==> src/hw/rtl/assert_macros.svh <==
// Assertion helpers shared by the core's modules.
`ifndef ASSERT_MACROS_SVH
`define ASSERT_MACROS_SVH

// Generic form: explicit clock and active-low reset.
`define ASSERT_AT(lbl, ck, rst_n, prop, msg) \
	lbl: assert property (@(posedge ck) disable iff (!rst_n) prop) else $error(msg);

// House form: clk and arst_n of the enclosing module.
`define ASSERT_STD(lbl, prop, msg) `ASSERT_AT(lbl, clk, arst_n, prop, msg)

`endif

==> src/hw/rtl/cpu16_pkg.sv <==
package cpu16_pkg;

	// item functions
	localparam logic [2:0] FN_WMEM = 3'd0;
	localparam logic [2:0] FN_RMEM = 3'd1;
	localparam logic [2:0] FN_EXEC = 3'd2;
	localparam logic [2:0] FN_RREG = 3'd3;
	localparam logic [2:0] FN_WREG = 3'd4;

	// register selects above the general registers
	localparam logic [15:0] RS_PC = 16'd8;
	localparam logic [15:0] RS_SP = 16'd9;
	localparam logic [15:0] RS_EX = 16'd10;
	localparam logic [15:0] RS_IA = 16'd11;

	localparam logic [2:0] REG_I = 3'd6;
	localparam logic [2:0] REG_J = 3'd7;

	// basic opcodes
	localparam logic [4:0] OP_SPECIAL = 5'h00;
	localparam logic [4:0] OP_SET = 5'h01;
	localparam logic [4:0] OP_ADD = 5'h02;
	localparam logic [4:0] OP_SUB = 5'h03;
	localparam logic [4:0] OP_MUL = 5'h04;
	localparam logic [4:0] OP_MLI = 5'h05;
	localparam logic [4:0] OP_DIV = 5'h06;
	localparam logic [4:0] OP_DVI = 5'h07;
	localparam logic [4:0] OP_MOD = 5'h08;
	localparam logic [4:0] OP_MDI = 5'h09;
	localparam logic [4:0] OP_AND = 5'h0a;
	localparam logic [4:0] OP_BOR = 5'h0b;
	localparam logic [4:0] OP_XOR = 5'h0c;
	localparam logic [4:0] OP_SHR = 5'h0d;
	localparam logic [4:0] OP_ASR = 5'h0e;
	localparam logic [4:0] OP_SHL = 5'h0f;
	localparam logic [4:0] OP_IFB = 5'h10;
	localparam logic [4:0] OP_IFC = 5'h11;
	localparam logic [4:0] OP_IFE = 5'h12;
	localparam logic [4:0] OP_IFN = 5'h13;
	localparam logic [4:0] OP_IFG = 5'h14;
	localparam logic [4:0] OP_IFA = 5'h15;
	localparam logic [4:0] OP_IFL = 5'h16;
	localparam logic [4:0] OP_IFU = 5'h17;
	localparam logic [4:0] OP_ADX = 5'h1a;
	localparam logic [4:0] OP_SBX = 5'h1b;
	localparam logic [4:0] OP_STI = 5'h1e;
	localparam logic [4:0] OP_STD = 5'h1f;

	// special opcodes (b field when opcode is zero)
	localparam logic [4:0] SOP_JSR = 5'h01;
	localparam logic [4:0] SOP_INT = 5'h08;
	localparam logic [4:0] SOP_IAG = 5'h09;
	localparam logic [4:0] SOP_IAS = 5'h0a;

	// operand modes
	localparam logic [5:0] MODE_IND = 6'h08;
	localparam logic [5:0] MODE_IDX = 6'h10;
	localparam logic [5:0] MODE_STK = 6'h18;
	localparam logic [5:0] MODE_PEEK = 6'h19;
	localparam logic [5:0] MODE_PICK = 6'h1a;
	localparam logic [5:0] MODE_SP = 6'h1b;
	localparam logic [5:0] MODE_PC = 6'h1c;
	localparam logic [5:0] MODE_EX = 6'h1d;
	localparam logic [5:0] MODE_NWIND = 6'h1e;
	localparam logic [5:0] MODE_NWLIT = 6'h1f;
	localparam logic [15:0] LIT_BIAS = 16'h0021;

	typedef struct packed {
		logic        start;
		logic [15:0] dividend;
		logic [15:0] divisor;
	} div_req_t;

	typedef struct packed {
		logic        done;
		logic [31:0] quot;
		logic [15:0] rem;
	} div_rsp_t;

	typedef struct packed {
		logic        wr;
		logic [15:0] res;
		logic        ex_wr;
		logic [15:0] ex_val;
		logic        cond;
		logic        undef;
		logic        is_div;
	} alu_res_t;

	// operand modes that take a word after the instruction
	function automatic logic has_next_word(input logic [5:0] mode);
		return (mode >= MODE_IDX && mode < MODE_STK) || mode == MODE_PICK ||
			mode == MODE_NWIND || mode == MODE_NWLIT;
	endfunction

	// length in words of an instruction, for skipping
	function automatic logic [15:0] inst_len(input logic [15:0] w);
		logic [1:0] len;
		len = 2'd1 + {1'b0, has_next_word(w[15:10])};
		if (w[4:0] != OP_SPECIAL && has_next_word({1'b0, w[9:5]}))
			len = len + 2'd1;
		return {14'h0, len};
	endfunction

endpackage

==> src/hw/rtl/cpu16_alu.sv <==
module cpu16_alu import cpu16_pkg::*; (
	input  logic [4:0]  op,
	input  logic [15:0] av,
	input  logic [15:0] bv,
	input  logic [15:0] ex,
	output alu_res_t    res
);

	logic [16:0]        sum17;
	logic [17:0]        adx18;
	logic [18:0]        sbx19;
	logic [31:0]        prod_u;
	logic signed [31:0] prod_s;
	logic [31:0]        shr32;
	logic [31:0]        shl32;
	logic [15:0]        asr16;

	assign sum17  = {1'b0, bv} + {1'b0, av};
	assign adx18  = {2'b00, bv} + {2'b00, av} + {2'b00, ex};
	assign sbx19  = {3'b000, bv} - {3'b000, av} + {3'b000, ex};
	assign prod_u = bv * av;
	assign prod_s = $signed(bv) * $signed(av);
	// counts of 32 and more clear everything; asr16 is all ones from a count of 16
	assign shr32  = (|av[15:5]) ? 32'h0 : ({bv, 16'h0} >> av[4:0]);
	assign shl32  = (|av[15:5]) ? 32'h0 : ({16'h0, bv} << av[4:0]);
	assign asr16  = (|av[15:4]) ? 16'hffff : ~((~bv) >> av[3:0]);

	always_comb begin
		res        = '0;
		res.cond   = 1'b1;
		case (op) inside
			OP_SET, OP_STI, OP_STD: begin
				res.wr  = 1'b1;
				res.res = av;
			end
			OP_ADD: begin
				res.wr     = 1'b1;
				res.res    = sum17[15:0];
				res.ex_wr  = 1'b1;
				res.ex_val = {15'h0, sum17[16]};
			end
			OP_SUB: begin
				res.wr     = 1'b1;
				res.res    = bv - av;
				res.ex_wr  = 1'b1;
				res.ex_val = (bv < av) ? 16'hffff : 16'h0;
			end
			OP_MUL: begin
				res.wr     = 1'b1;
				res.res    = prod_u[15:0];
				res.ex_wr  = 1'b1;
				res.ex_val = prod_u[31:16];
			end
			OP_MLI: begin
				res.wr     = 1'b1;
				res.res    = prod_s[15:0];
				res.ex_wr  = 1'b1;
				res.ex_val = prod_s[31:16];
			end
			OP_DIV, OP_DVI, OP_MOD, OP_MDI: res.is_div = 1'b1;
			OP_AND: begin
				res.wr  = 1'b1;
				res.res = bv & av;
			end
			OP_BOR: begin
				res.wr  = 1'b1;
				res.res = bv | av;
			end
			OP_XOR: begin
				res.wr  = 1'b1;
				res.res = bv ^ av;
			end
			OP_SHR, OP_ASR: begin
				res.wr     = 1'b1;
				res.res    = (op == OP_ASR && bv[15]) ? asr16 : shr32[31:16];
				res.ex_wr  = 1'b1;
				res.ex_val = shr32[15:0];
			end
			OP_SHL: begin
				res.wr     = 1'b1;
				res.res    = shl32[15:0];
				res.ex_wr  = 1'b1;
				res.ex_val = shl32[31:16];
			end
			OP_IFB: res.cond = (bv & av) != 16'h0;
			OP_IFC: res.cond = (bv & av) == 16'h0;
			OP_IFE: res.cond = bv == av;
			OP_IFN: res.cond = bv != av;
			OP_IFG: res.cond = bv > av;
			OP_IFA: res.cond = $signed(bv) > $signed(av);
			OP_IFL: res.cond = bv < av;
			OP_IFU: res.cond = $signed(bv) < $signed(av);
			OP_ADX: begin
				res.wr     = 1'b1;
				res.res    = adx18[15:0];
				res.ex_wr  = 1'b1;
				res.ex_val = {15'h0, |adx18[17:16]};
			end
			OP_SBX: begin
				res.wr     = 1'b1;
				res.res    = sbx19[15:0];
				res.ex_wr  = 1'b1;
				res.ex_val = sbx19[18] ? 16'hffff : {15'h0, |sbx19[17:16]};
			end
			default: res.undef = 1'b1;
		endcase
	end

endmodule

==> config.mk <==
export PLATFORM = sky130hd
export DESIGN_NAME = cpu16_alu
export DESIGN_NICKNAME = d
export VERILOG_FILES = /design/src/hw/rtl/assert_macros.svh /design/src/hw/rtl/cpu16_pkg.sv /design/src/hw/rtl/cpu16_alu.sv
export SDC_FILE = /design/constraint.sdc
export NUM_CORES = 2
export LEC_CHECK = 0
export BUFFER_PORTS_ARGS = -buffer_cell sky130_fd_sc_hd__buf_2
export CELL_PAD_IN_SITES_DETAIL_PLACEMENT = 0
export CELL_PAD_IN_SITES_GLOBAL_PLACEMENT = 1
export CORE_UTILIZATION = 50
export DETAILED_ROUTE_END_ITERATION = 10
export GPL_TIMING_DRIVEN = 0
export PLACE_DENSITY = 0.85
export SLEW_MARGIN = 20
export SYNTH_ARGS = -nofsm -noshare
export SYNTH_HDL_FRONTEND = slang
export SYNTH_SLANG_ARGS = --single-unit
==> constraint.sdc <==
create_clock -name vclk -period 16.2
set_input_delay 3.24 -clock vclk [all_inputs]
set_output_delay 3.24 -clock vclk [all_outputs]
set_load 0.02 [all_outputs]
==> key figures <==
Run status
  – Status: finished, final reports clean

GRT
  – GRT Residual Overflow: 0
  – Pin count of the biggest net entering global routing: 14
  – Number of global-route vias before repair: 21100
  – Total track usage: 0.422
  – First-pass GRT wire length: 134000 um
  – Initial antenna violation count: 5

Routing
  – # DRC: 0
  – DRT antenna net count: 0
  – Routed length per instance: 27.5 um
  – DRT Pass-1 Iters: 5
  – Initial DRC count: 2023
  – Vias: 20600
  – WL final: 90700 um
  – Vias/cell: 6.27

Cells and area
  – Most common cell after layout, fill and taps aside: inv_1
  – Design Area, Final: 22500 um2
  – Layout net count: 3428
  – Layout clock buffers: 0
  – P&R area growth vs syn: 5.50%
  – Layout cells sized above 1: 0.0538
  – Most frequent cells in the layout: inv_1 (504), fa_1 (386), nor2_1 (268), nand2_1 (236), ha_1 (234)
  – Non-Filler Instances: 3293
  – FF/Latch Area: 0 um2
  – FF+latch count: 0

Die
  – Row cnt: 75
  – Die area: 43400 um2
  – Die Ht: 208 um
  – Boundary Pins: 90
  – Initial Utilization: 0.508
  – Chip Width: 208 um
  – Core area: 41900 um2

Placed design
  – Inst Count DP: 3292
  – HPWL after DPL: 76600 um
  – GP Congestion: 1.09
  – Buffers added on ports: 89
  – Placed instance area: 22500 um2

Worst setup path
  – Worst Path Arrival: 12.56 ns
  – WS Path Type: in -> out
  – Worst Setup Start Kind: input port
  – Crit path buf inv count: 8
  – Worst-path fanout max: 11
  – Largest stage delay on the critical path: 0.94 ns
  – Critical path's most frequent cell: fa_1
  – CP Cell Sequence: buf_2 -> clkinv_1 -> buf_1 -> clkbuf_1 -> clkbuf_1 -> nor2_1 -> fa_1 -> fa_1 -> inv_1 -> fa_1 -> fa_1 -> fa_1 -> fa_1 -> inv_1 -> ha_1 -> nand4_1 -> or3_1 -> o21ai_0 -> a211o_1 -> o31ai_1 -> xnor2_1 -> nor2_1 -> o31a_1 -> buf_2
  – CP endpoint kind: primary output
  – Top delay family on crit path: adder cells
  – CP max stage cell: clkbuf_1
  – Data required time of the worst path: 12.96 ns

Synth
  – Synthesized Nets: 3335
  – XOR/XNOR Fraction of Synth Area: 0.0469
  – Synth unique cells: 73
  – Post-synthesis compound-gate area fraction: 0.177
  – Synth warnings: 0
  – Synth Cell Area: 21300 um2
  – Syn Inst Count: 2662
  – Combinational family with the most area after synthesis: adder cells
  – Post-synthesis mux area share: 0.0326
  – Post-synthesis adder-cell area fraction: 0.500
  – Seq/Total Area, Yosys: 0
  – Simple logic cell fraction of the synthesized area: 0.130
  – Mapped Avg Cell Area: 8.00 um2

Timing
  – Slew HR: 0.151
  – Fmax: 0.0633 GHz
  – Minimum clock period: 15.80 ns
  – RSZ-0062 raised after global routing: no
  – Count of final setup violators: 0
  – Hold Violations, Final: 0
  – Final Max Slew Viols: 0
  – Least-Margin Pin Slew: 1.26 ns
  – Setup TNS Final: 0 ns
  – Period utilization: 0.975

Min path
  – Hold WC Path Type: in -> out

Job
  – Max_cap viols: 0

Clock network
  – Post-CTS setup buffer count: 0
[cell usage after synthesis, types with 19 or more instances]
master | n | area share
inv_1 | 504 | 0.089
fa_1 | 386 | 0.36
nor2_1 | 268 | 0.047
nand2_1 | 236 | 0.042
ha_1 | 234 | 0.14
a21oi_1 | 177 | 0.042
o21ai_0 | 134 | 0.031
clkbuf_1 | 92 | 0.016
xnor2_1 | 77 | 0.032
nand3_1 | 37 | 0.0087
xor2_1 | 37 | 0.015
a21o_1 | 33 | 0.012
mux2i_1 | 31 | 0.015
a31oi_1 | 29 | 0.0085
nor3_1 | 27 | 0.0063
o221ai_1 | 23 | 0.0095
o21bai_1 | 19 | 0.0067
o22ai_1 | 19 | 0.0056
[final timing paths]
kind   from       to  slack, ns  cells after the start
min   op[3]   res[2]       6.99                      4
max   av[2]  res[18]       0.40                     24
[cells by family after synthesis]
kind of cell,Yosys count
compound gates,588
buf+inv,637
simple gates,653
mux,50
fa+ha+maj,620
xor+xnor,114
[routing by layer]
metal / global-route usage / vias to the layer above / wire (um)
li1: - / 8878 / -
met1: 0.545 / 10300 / 34900
met2: 0.655 / 1220 / 39900
met3: 0.104 / 267 / 10000
met4: 0.217 / 2 / 5760
met5: 0 / - / 12
[per-stage QoR]
| stage | util | worst slack, ns | hold WS (ns) |
|---|---|---|---|
| after floorplan | - | 2.63 | 6.68 |
| after global placement | 0.534 | 0.0929 | 6.98 |
| after detailed placement | 0.535 | 0.251 | 6.98 |
| after CTS | 0.535 | 0.261 | 6.98 |
| after global routing | 0.535 | 0.0160 | 7.00 |
| final | 0.535 | 0.401 | 6.99 |
[layout make-up]
type | instances | area (um2)
multi-input cells | 2025 | 18900
repair buffers | 91 | 464
inverters | 515 | 1930
fillers | 4114 | 19500
plain buffers | 122 | 482
diodes | 1 | 2.50
well taps | 539 | 674
[repair_timing]
action / CTS / global route
setup endpoints to repair: 0 / 5
hold buffers: 0 / 0
gates resized for setup: 0 / 3
