File: src/hw/rtl/assert_macros.svh
// Assertion helpers shared by the core's modules.
`ifndef ASSERT_MACROS_SVH
`define ASSERT_MACROS_SVH

// Generic form: explicit clock and active-low reset.
`define ASSERT_AT(lbl, ck, rst_n, prop, msg) \
	lbl: assert property (@(posedge ck) disable iff (!rst_n) prop) else $error(msg);

// House form: clk and arst_n of the enclosing module.
`define ASSERT_STD(lbl, prop, msg) `ASSERT_AT(lbl, clk, arst_n, prop, msg)

`endif

File: src/hw/rtl/cpu16_pkg.sv
package cpu16_pkg;

	// item functions
	localparam logic [2:0] FN_WMEM = 3'd0;
	localparam logic [2:0] FN_RMEM = 3'd1;
	localparam logic [2:0] FN_EXEC = 3'd2;
	localparam logic [2:0] FN_RREG = 3'd3;
	localparam logic [2:0] FN_WREG = 3'd4;

	// register selects above the general registers
	localparam logic [15:0] RS_PC = 16'd8;
	localparam logic [15:0] RS_SP = 16'd9;
	localparam logic [15:0] RS_EX = 16'd10;
	localparam logic [15:0] RS_IA = 16'd11;

	localparam logic [2:0] REG_I = 3'd6;
	localparam logic [2:0] REG_J = 3'd7;

	// basic opcodes
	localparam logic [4:0] OP_SPECIAL = 5'h00;
	localparam logic [4:0] OP_SET = 5'h01;
	localparam logic [4:0] OP_ADD = 5'h02;
	localparam logic [4:0] OP_SUB = 5'h03;
	localparam logic [4:0] OP_MUL = 5'h04;
	localparam logic [4:0] OP_MLI = 5'h05;
	localparam logic [4:0] OP_DIV = 5'h06;
	localparam logic [4:0] OP_DVI = 5'h07;
	localparam logic [4:0] OP_MOD = 5'h08;
	localparam logic [4:0] OP_MDI = 5'h09;
	localparam logic [4:0] OP_AND = 5'h0a;
	localparam logic [4:0] OP_BOR = 5'h0b;
	localparam logic [4:0] OP_XOR = 5'h0c;
	localparam logic [4:0] OP_SHR = 5'h0d;
	localparam logic [4:0] OP_ASR = 5'h0e;
	localparam logic [4:0] OP_SHL = 5'h0f;
	localparam logic [4:0] OP_IFB = 5'h10;
	localparam logic [4:0] OP_IFC = 5'h11;
	localparam logic [4:0] OP_IFE = 5'h12;
	localparam logic [4:0] OP_IFN = 5'h13;
	localparam logic [4:0] OP_IFG = 5'h14;
	localparam logic [4:0] OP_IFA = 5'h15;
	localparam logic [4:0] OP_IFL = 5'h16;
	localparam logic [4:0] OP_IFU = 5'h17;
	localparam logic [4:0] OP_ADX = 5'h1a;
	localparam logic [4:0] OP_SBX = 5'h1b;
	localparam logic [4:0] OP_STI = 5'h1e;
	localparam logic [4:0] OP_STD = 5'h1f;

	// special opcodes (b field when opcode is zero)
	localparam logic [4:0] SOP_JSR = 5'h01;
	localparam logic [4:0] SOP_INT = 5'h08;
	localparam logic [4:0] SOP_IAG = 5'h09;
	localparam logic [4:0] SOP_IAS = 5'h0a;

	// operand modes
	localparam logic [5:0] MODE_IND = 6'h08;
	localparam logic [5:0] MODE_IDX = 6'h10;
	localparam logic [5:0] MODE_STK = 6'h18;
	localparam logic [5:0] MODE_PEEK = 6'h19;
	localparam logic [5:0] MODE_PICK = 6'h1a;
	localparam logic [5:0] MODE_SP = 6'h1b;
	localparam logic [5:0] MODE_PC = 6'h1c;
	localparam logic [5:0] MODE_EX = 6'h1d;
	localparam logic [5:0] MODE_NWIND = 6'h1e;
	localparam logic [5:0] MODE_NWLIT = 6'h1f;
	localparam logic [15:0] LIT_BIAS = 16'h0021;

	typedef struct packed {
		logic        start;
		logic [15:0] dividend;
		logic [15:0] divisor;
	} div_req_t;

	typedef struct packed {
		logic        done;
		logic [31:0] quot;
		logic [15:0] rem;
	} div_rsp_t;

	typedef struct packed {
		logic        wr;
		logic [15:0] res;
		logic        ex_wr;
		logic [15:0] ex_val;
		logic        cond;
		logic        undef;
		logic        is_div;
	} alu_res_t;

	// operand modes that take a word after the instruction
	function automatic logic has_next_word(input logic [5:0] mode);
		return (mode >= MODE_IDX && mode < MODE_STK) || mode == MODE_PICK ||
			mode == MODE_NWIND || mode == MODE_NWLIT;
	endfunction

	// length in words of an instruction, for skipping
	function automatic logic [15:0] inst_len(input logic [15:0] w);
		logic [1:0] len;
		len = 2'd1 + {1'b0, has_next_word(w[15:10])};
		if (w[4:0] != OP_SPECIAL && has_next_word({1'b0, w[9:5]}))
			len = len + 2'd1;
		return {14'h0, len};
	endfunction

endpackage

File: src/hw/rtl/cpu16_div.sv
`include "assert_macros.svh"

module cpu16_div import cpu16_pkg::*; (
	input  logic     clk,
	input  logic     arst_n,
	input  div_req_t req,
	output div_rsp_t rsp
);

	logic        busy_q;
	logic        done_q;
	logic [4:0]  cnt_q;
	logic [15:0] rem_q;
	logic [15:0] rem_hi_q;
	logic [15:0] divisor_q;
	logic [31:0] quot_q;

	logic [16:0] rem_sh;
	logic [17:0] diff;
	logic        ge;
	logic [15:0] rem_next;

	// one restoring step: shift in next dividend bit, try subtract
	assign rem_sh   = {rem_q, quot_q[31]};
	assign diff     = {1'b0, rem_sh} - {2'b00, divisor_q};
	assign ge       = !diff[17];
	assign rem_next = ge ? diff[15:0] : rem_sh[15:0];

	// dividend {b, 16'h0}: quotient high half is b/a, low half the fraction
	always_ff @(posedge clk or negedge arst_n) begin
		if (!arst_n) begin
			busy_q <= 1'b0;
			done_q <= 1'b0;
			cnt_q  <= '0;
		end else begin
			done_q <= 1'b0;
			if (req.start) begin
				busy_q    <= 1'b1;
				cnt_q     <= '0;
				rem_q     <= '0;
				quot_q    <= {req.dividend, 16'h0};
				divisor_q <= req.divisor;
			end else if (busy_q) begin
				rem_q  <= rem_next;
				quot_q <= {quot_q[30:0], ge};
				cnt_q  <= cnt_q + 5'd1;
				// remainder of b/a once all bits of b are in
				if (cnt_q == 5'd15)
					rem_hi_q <= rem_next;
				if (cnt_q == 5'd31) begin
					busy_q <= 1'b0;
					done_q <= 1'b1;
				end
			end
		end
	end

	assign rsp.done = done_q;
	assign rsp.quot = quot_q;
	assign rsp.rem  = rem_hi_q;

	`ASSERT_STD(a_no_restart, req.start |-> !busy_q, "divider started while busy")
	`ASSERT_STD(a_done_idle, done_q |-> !busy_q && $past(busy_q), "done without a run")

endmodule

File: config.mk
export PLATFORM = sky130hd
export DESIGN_NAME = cpu16_div
export DESIGN_NICKNAME = d
export VERILOG_FILES = /design/src/hw/rtl/cpu16_pkg.sv /design/src/hw/rtl/cpu16_div.sv
export VERILOG_INCLUDE_DIRS = /design/src /design/src/hw/rtl
export SDC_FILE = /design/constraint.sdc
export NUM_CORES = 1
export LEC_CHECK = 0
export ABC_AREA = 1
export BUFFER_PORTS_ARGS = -buffer_cell sky130_fd_sc_hd__buf_2
export CORE_MARGIN = 5
export CORE_UTILIZATION = 55
export CTS_CLUSTER_DIAMETER = 60
export CTS_CLUSTER_SIZE = 28
export DETAILED_ROUTE_END_ITERATION = 6
export PLACE_DENSITY = 0.79
export RECOVER_POWER = 100
export SKIP_CTS_REPAIR_TIMING = 1
export SYNTH_ARGS = -nofsm -noshare
export SYNTH_HDL_FRONTEND = slang
export SYNTH_SLANG_ARGS = --single-unit
File: constraint.sdc
create_clock -name clk -period 4.15 [get_ports clk]
set_input_delay 1.245 -clock clk [delete_from_list [all_inputs] [get_ports clk]]
set_output_delay 1.245 -clock clk [all_outputs]
set_load 0.01 [all_outputs]
==> metrics.yaml, run 1 <==
end_kind: "flop"
p_leak_nw: 2.41
yosys_warnings: 0
wl_per_cell_um: 14.4
grt_setup_unrepaired: "false"
gp_congestion: 0.895
synth-seq-cells: 87
ant_nets: 0
drive_gt1_frac: 0.114
routed_wl_mm: 9.81
cts_buffer_depth: 2
core_area_sq_mm: 0.00822
maxUsedRoutingLayer: "met4"
hold_viol: 0
synthCells: 488
synth_top_area_frac: 0.520
die_x_um: 102
max_freq_mhz: 321
seq_power_share: 0.498
syn2layout_area_growth_pct: 12.8
register_area_sq_mm: 0.00258
grt_pass1_vias: 3518
wl_met2_mm: 4.99
cpPeakStageDelay_ps: 1140
combPwrFrac: 0.234
fp.dieH_um: 102
ys_top_cells_by_area: "edfxtp_1 52%, nand2_1 12%, inv_1 6.8%"
num_rows: 33
intPower_mw: 1.48
min_path_type: "reg2reg"
critPathSlowestCell: "clkbuf_1"
antennaDiodeCount: 0
r2r_cells: 12
drt_iter0_markers: 174
worst_pin_slew_ps: 1610
place_hpwl_mm: 7.08
antenna_found_initial: 0
slew_viol_final: 65
p_clk_frac: 0.269
cts.clk_slew.worst_paths_ps: 90
fin_nets: 628
setup_viol: 0
track_usage: 0.205
cts_tree: "yes"
port_buffers: 83
htreeDepth: 3
powerDensity_mw_per_mm2: 419
critical_path_class: "in2reg"
start_kind: "primary input"
final_core_util: 0.635
seq_area_frac_synth: 0.558
hold_depth: 1
fin_crit_ps: 3120
status: "finished, violations left"
wl_met1_mm: 4.00
switching_share: 0.322
synth_cell_type_count: 33
insertion_delay_ps: 360
grt_overflow: 0
max-slew-margin-rel: -0.0754
peakVddDrop_uv: 243
max-cap-violations: 2
cts_root_buffer: "clkbuf_8"
synthesis.area_sq_mm: 0.00462
fillCellCount: 709
ioPinCount: 84
crit_path_max_fanout: 31
setup_tns_ps: 0
vias: 3540
grt_max_degree: 33
clock_sinks: 87
reg2reg_slack_ps: 1250
initial_utilization: 0.563
vias_per_cell: 5.18
path_cells: "clkbuf_1 -> nand2_1 -> inv_1"
yosysTopAreaCell: "edfxtp_1"
p_sw_uw: 703
violations: "capacitance limit, slew limit"
drcViolationCount: 0
dr.pass1.iters: 5
grt_pass1_wl_mm: 16.3
fin_skew_ps: 13.7
tritoncts.num_buffers: 9
wl_met3_um: 678
period_share: 0.751
syn_avg_cell_area_sq_um: 9.47
syn_nets: 543
multi_input_area_sq_mm: 0.00161
dieArea_sq_mm: 0.0103
worstPathArrival_ps: 3110
cp.required_ps: 4150
-- cell usage in the layout, fill, tap and decap left out --
| master | n |
|---|---|
| a21oi_1 | 12 |
| a22o_1 | 16 |
| and2_0 | 1 |
| and2_1 | 1 |
| buf_2 | 31 |
| buf_4 | 3 |
| clkbuf_1 | 54 |
| clkbuf_8 | 10 |
| clkinv_1 | 1 |
| clkinvlp_4 | 1 |
| dfrtp_1 | 7 |
| edfxtp_1 | 80 |
| fa_1 | 1 |
| ha_1 | 19 |
| inv_1 | 84 |
| inv_4 | 1 |
| inv_6 | 3 |
| inv_8 | 2 |
| nand2_1 | 152 |
| nand2_2 | 10 |
| nand3_1 | 19 |
| nand3_2 | 1 |
| nand3b_1 | 3 |
| nand4_1 | 6 |
| nor2_1 | 21 |
| nor2_2 | 1 |
| nor3_1 | 5 |
| o21a_1 | 3 |
| o21ai_0 | 3 |
| o21ai_2 | 2 |
| o22ai_1 | 17 |
| or2_2 | 1 |
| xnor2_1 | 4 |
| xor2_1 | 3 |
-- critical path, delay by kind of cell --
kind / cells / cell delay (ps)
buffers and inverters: 2 / 1740
AND/OR/NAND/NOR: 1 / 110
-- Yosys cell counts --
library cell,instances
dfrtp_1,7
edfxtp_1,80
xor2_1,3
o21ai_2,2
clkbuf_8,1
o21ai_0,3
nand4_1,6
buf_4,1
nand2_2,14
nand3b_1,3
o21a_1,3
nand3_1,18
buf_6,3
o22ai_1,17
nand2_4,1
clkinv_1,1
nand2_1,147
inv_4,1
inv_1,84
xnor2_1,4
ha_1,19
nor2_1,21
nor2_2,1
buf_2,1
a21oi_1,12
and2_1,2
nand3_2,2
clkbuf_1,7
a22o_1,16
fa_1,1
or2_2,1
nor3_1,5
buf_1,1
-- stage by stage --
step / total power, mW / setup slack [ps] / area, sq um / cells / hold WS [ps]
6_report: 2.18 / 1030 / 5220 / 683 / 564
5_1_grt: 2.31 / 795 / 5220 / 683 / 573
4_1_cts: 2.22 / 1680 / 5310 / 683 / 563
3_5_place_dp: 1.63 / 1270 / 5120 / 667 / 543
3_3_place_gp: 1.61 / 1320 / 5120 / 667 / 531
2_1_floorplan: 1.50 / 1240 / 4620 / 488 / 486
-- final cells by class --
type,count,share of cell area
clock inverters,6,0.0108
multi-input cells,301,0.308
inverters,86,0.0624
flip-flops and latches,87,0.494
clock buffers,10,0.0264
repair buffers,88,0.0729
well taps,105,0.0252
-- sequential cells by signal, summed over array words and instances (netlist names) --
signal     count
rem_q         16
busy_q         1
cnt_q          5
done_q         1
rem_hi_q      16
divisor_q     16
quot_q        32
-- final timing paths --
kind	from	to
max	arst_n	divisor_q[11]$_DFFE_PP_
min in group asynchronous	arst_n	done_q$_DFF_PN0_
max in group asynchronous	arst_n	cnt_q[3]$_DFFE_PN0N_
min	cnt_q[1]$_DFFE_PN0N_	cnt_q[1]$_DFFE_PN0N_
min reg2reg	cnt_q[1]$_DFFE_PN0N_	cnt_q[1]$_DFFE_PN0N_
max reg2reg	rem_q[5]$_SDFFCE_PP0P_	rem_q[13]$_SDFFCE_PP0P_
-- metal layers --
layer	vias to the layer above	global-route usage
met1	1653	0.257
met4	0	0.0695
li1	1776	-
met5	-	0
met3	8	0.0482
met2	103	0.350
-- power by group through the flow --
stage | clock, mW | sequential, mW | combinational (mW)
finish | 0.587 | 1.09 | 0.510
global route | 0.635 | 1.09 | 0.586
CTS | 0.604 | 1.09 | 0.528
detailed placement | 0 | 1.10 | 0.525
global placement | 0 | 1.10 | 0.510
floorplan | 0 | 1.11 | 0.394
-- cells by family after synthesis --
| kind of cell | share of synthesized area |
|---|---|
| adders and majority gates | 0.0558 |
| buffers and inverters | 0.0898 |
| and+or+nand+nor | 0.205 |
| AOI/OAI and AO/OA | 0.0782 |
| xor gates and xnor gates | 0.0133 |
| DFF | 0.558 |
Note: power is estimated with default switching activity, not from simulation.
==> run 2: changes to the inputs <==
- clock period: 4.15 -> 3.1 ns (I/O delays scaled with it)
==> run 2 against run 1 <==
The flow now finishes without violations. Sequential power up 34%. Count of clock-buffer cells in the layout unchanged. Via count up 2.3%. First-iteration DRC count up 36%. Global-route usage about the same.
==> metrics.yaml, run 2 (synthesized netlist as in run 1, its figures left out) <==
status: "finished clean"
critical_path_class: "in2reg"
vias: 3621
reg2reg_from: "rem_q[6]$_SDFFCE_PP0P_"
grt_max_degree: 23
cp-startpoint: "arst_n"
grt_pass1_wl_mm: 16.4
top_register: "quot_q"
fin_skew_ps: 12.9
num_rows: 33
reg2reg_slack_ps: 670
fin_nets: 631
dr.pass1.iters: 5
layout_commonest_cell: "nand2_1"
final_cell_count_no_fill: 686
placed_area_sq_mm: 0.00514
peakVddDrop_uv: 251
fp.dieH_um: 102
hold_viol: 0
final_core_util: 0.638
finalPower_mw: 2.99
fin_crit_ps: 2620
vias_per_cell: 5.28
final_cell_mix: "153 x nand2_1, 84 x inv_1, 80 x edfxtp_1"
grt_pass1_vias: 3598
core_area_sq_mm: 0.00822
fillCellCount: 720
drt_iter0_markers: 236
setup_viol: 0
antennaDiodeCount: 0
die_x_um: 102
port_buffers: 83
setup_tns_ps: 0
place_hpwl_mm: 7.27
min_path_type: "in2async"
antenna_found_initial: 0
htreeDepth: 3
cts_tree: "yes"
p_leak_nw: 2.42
grt_overflow: 0
cts_buffer_depth: 2
ioPinCount: 84
max-cap-violations: 0
largest_reg_flops: 32
cts_root_buffer: "clkbuf_8"
clock_sinks: 87
worst_pin_slew_ps: 1050
finalInstanceArea_sq_mm: 0.00524
period_share: 0.844
setup_slack_ps: 482
detailedPlace.worstSlack_ps: 425
ant_nets: 0
crit_path_max_fanout: 16
insertion_delay_ps: 370
max_freq_mhz: 382
cp.required_ps: 3150
track_usage: 0.205
routed_wl_mm: 10.1
cts.clk_slew.worst_paths_ps: 90
hold_slack_ps: 524
max-slew-margin-rel: 0.299
reg2reg_to: "rem_q[14]$_SDFFCE_PP0P_"
tritoncts.num_buffers: 9
wl_per_cell_um: 14.8
drive_gt1_frac: 0.110
syn2layout_area_growth_pct: 13.4
gp_congestion: 0.904
slew_viol_final: 0
start_kind: "primary input"
initial_utilization: 0.563
grt_setup_unrepaired: "false"
worstPathArrival_ps: 2670
drcViolationCount: 0
placed_cells: 670
end_kind: "flop"
r2r_cells: 12
dieArea_sq_mm: 0.0103
powerDensity_mw_per_mm2: 570
run 2: critical path: stages:
cell and delay, ps:
clkbuf_1 430, clkbuf_1 790, nand2_1 110, nor2_1 130, buf_4 270
run 2: worst max-delay path by stage:
stage | end | cells past startpoint
6_report | rem_hi_q[4]$_DFFE_PP_ | 5
3_5_place_dp | quot_q[4]$_SDFFCE_PP0P_ | 4
5_1_grt | rem_hi_q[4]$_DFFE_PP_ | 5
2_1_floorplan | rem_hi_q[0]$_DFFE_PP_ | 4
4_1_cts | rem_hi_q[8]$_DFFE_PP_ | 8
3_3_place_gp | quot_q[7]$_SDFFCE_PP0P_ | 4
run 2: report_power, final:
part | switching, mW | internal, mW | total [mW]
clock network | 0.446 | 0.388 | 0.834
registers | 0.0534 | 1.40 | 1.46
logic | 0.450 | 0.248 | 0.698
total | 0.949 | 2.04 | 2.99
run 2: layer usage:
layer	vias to the layer above	GRT usage	wire length [um]
li1	1776	-	-
met1	1707	0.253	4260
met2	121	0.354	5040
met3	17	0.0503	667
met4	0	0.0665	152
met5	-	0	0
run 2: layout make-up:
class / instances / area [sq um] / share of cell area
multi-input cells: 301 / 1610 / 0.307
flip-flops and latches: 87 / 2580 / 0.492
inverters: 86 / 325 / 0.0621
clock inverters: 6 / 78.8 / 0.0150
well taps: 105 / 131 / 0.0251
repair buffers: 91 / 392 / 0.0747
clock buffers: 10 / 128 / 0.0243
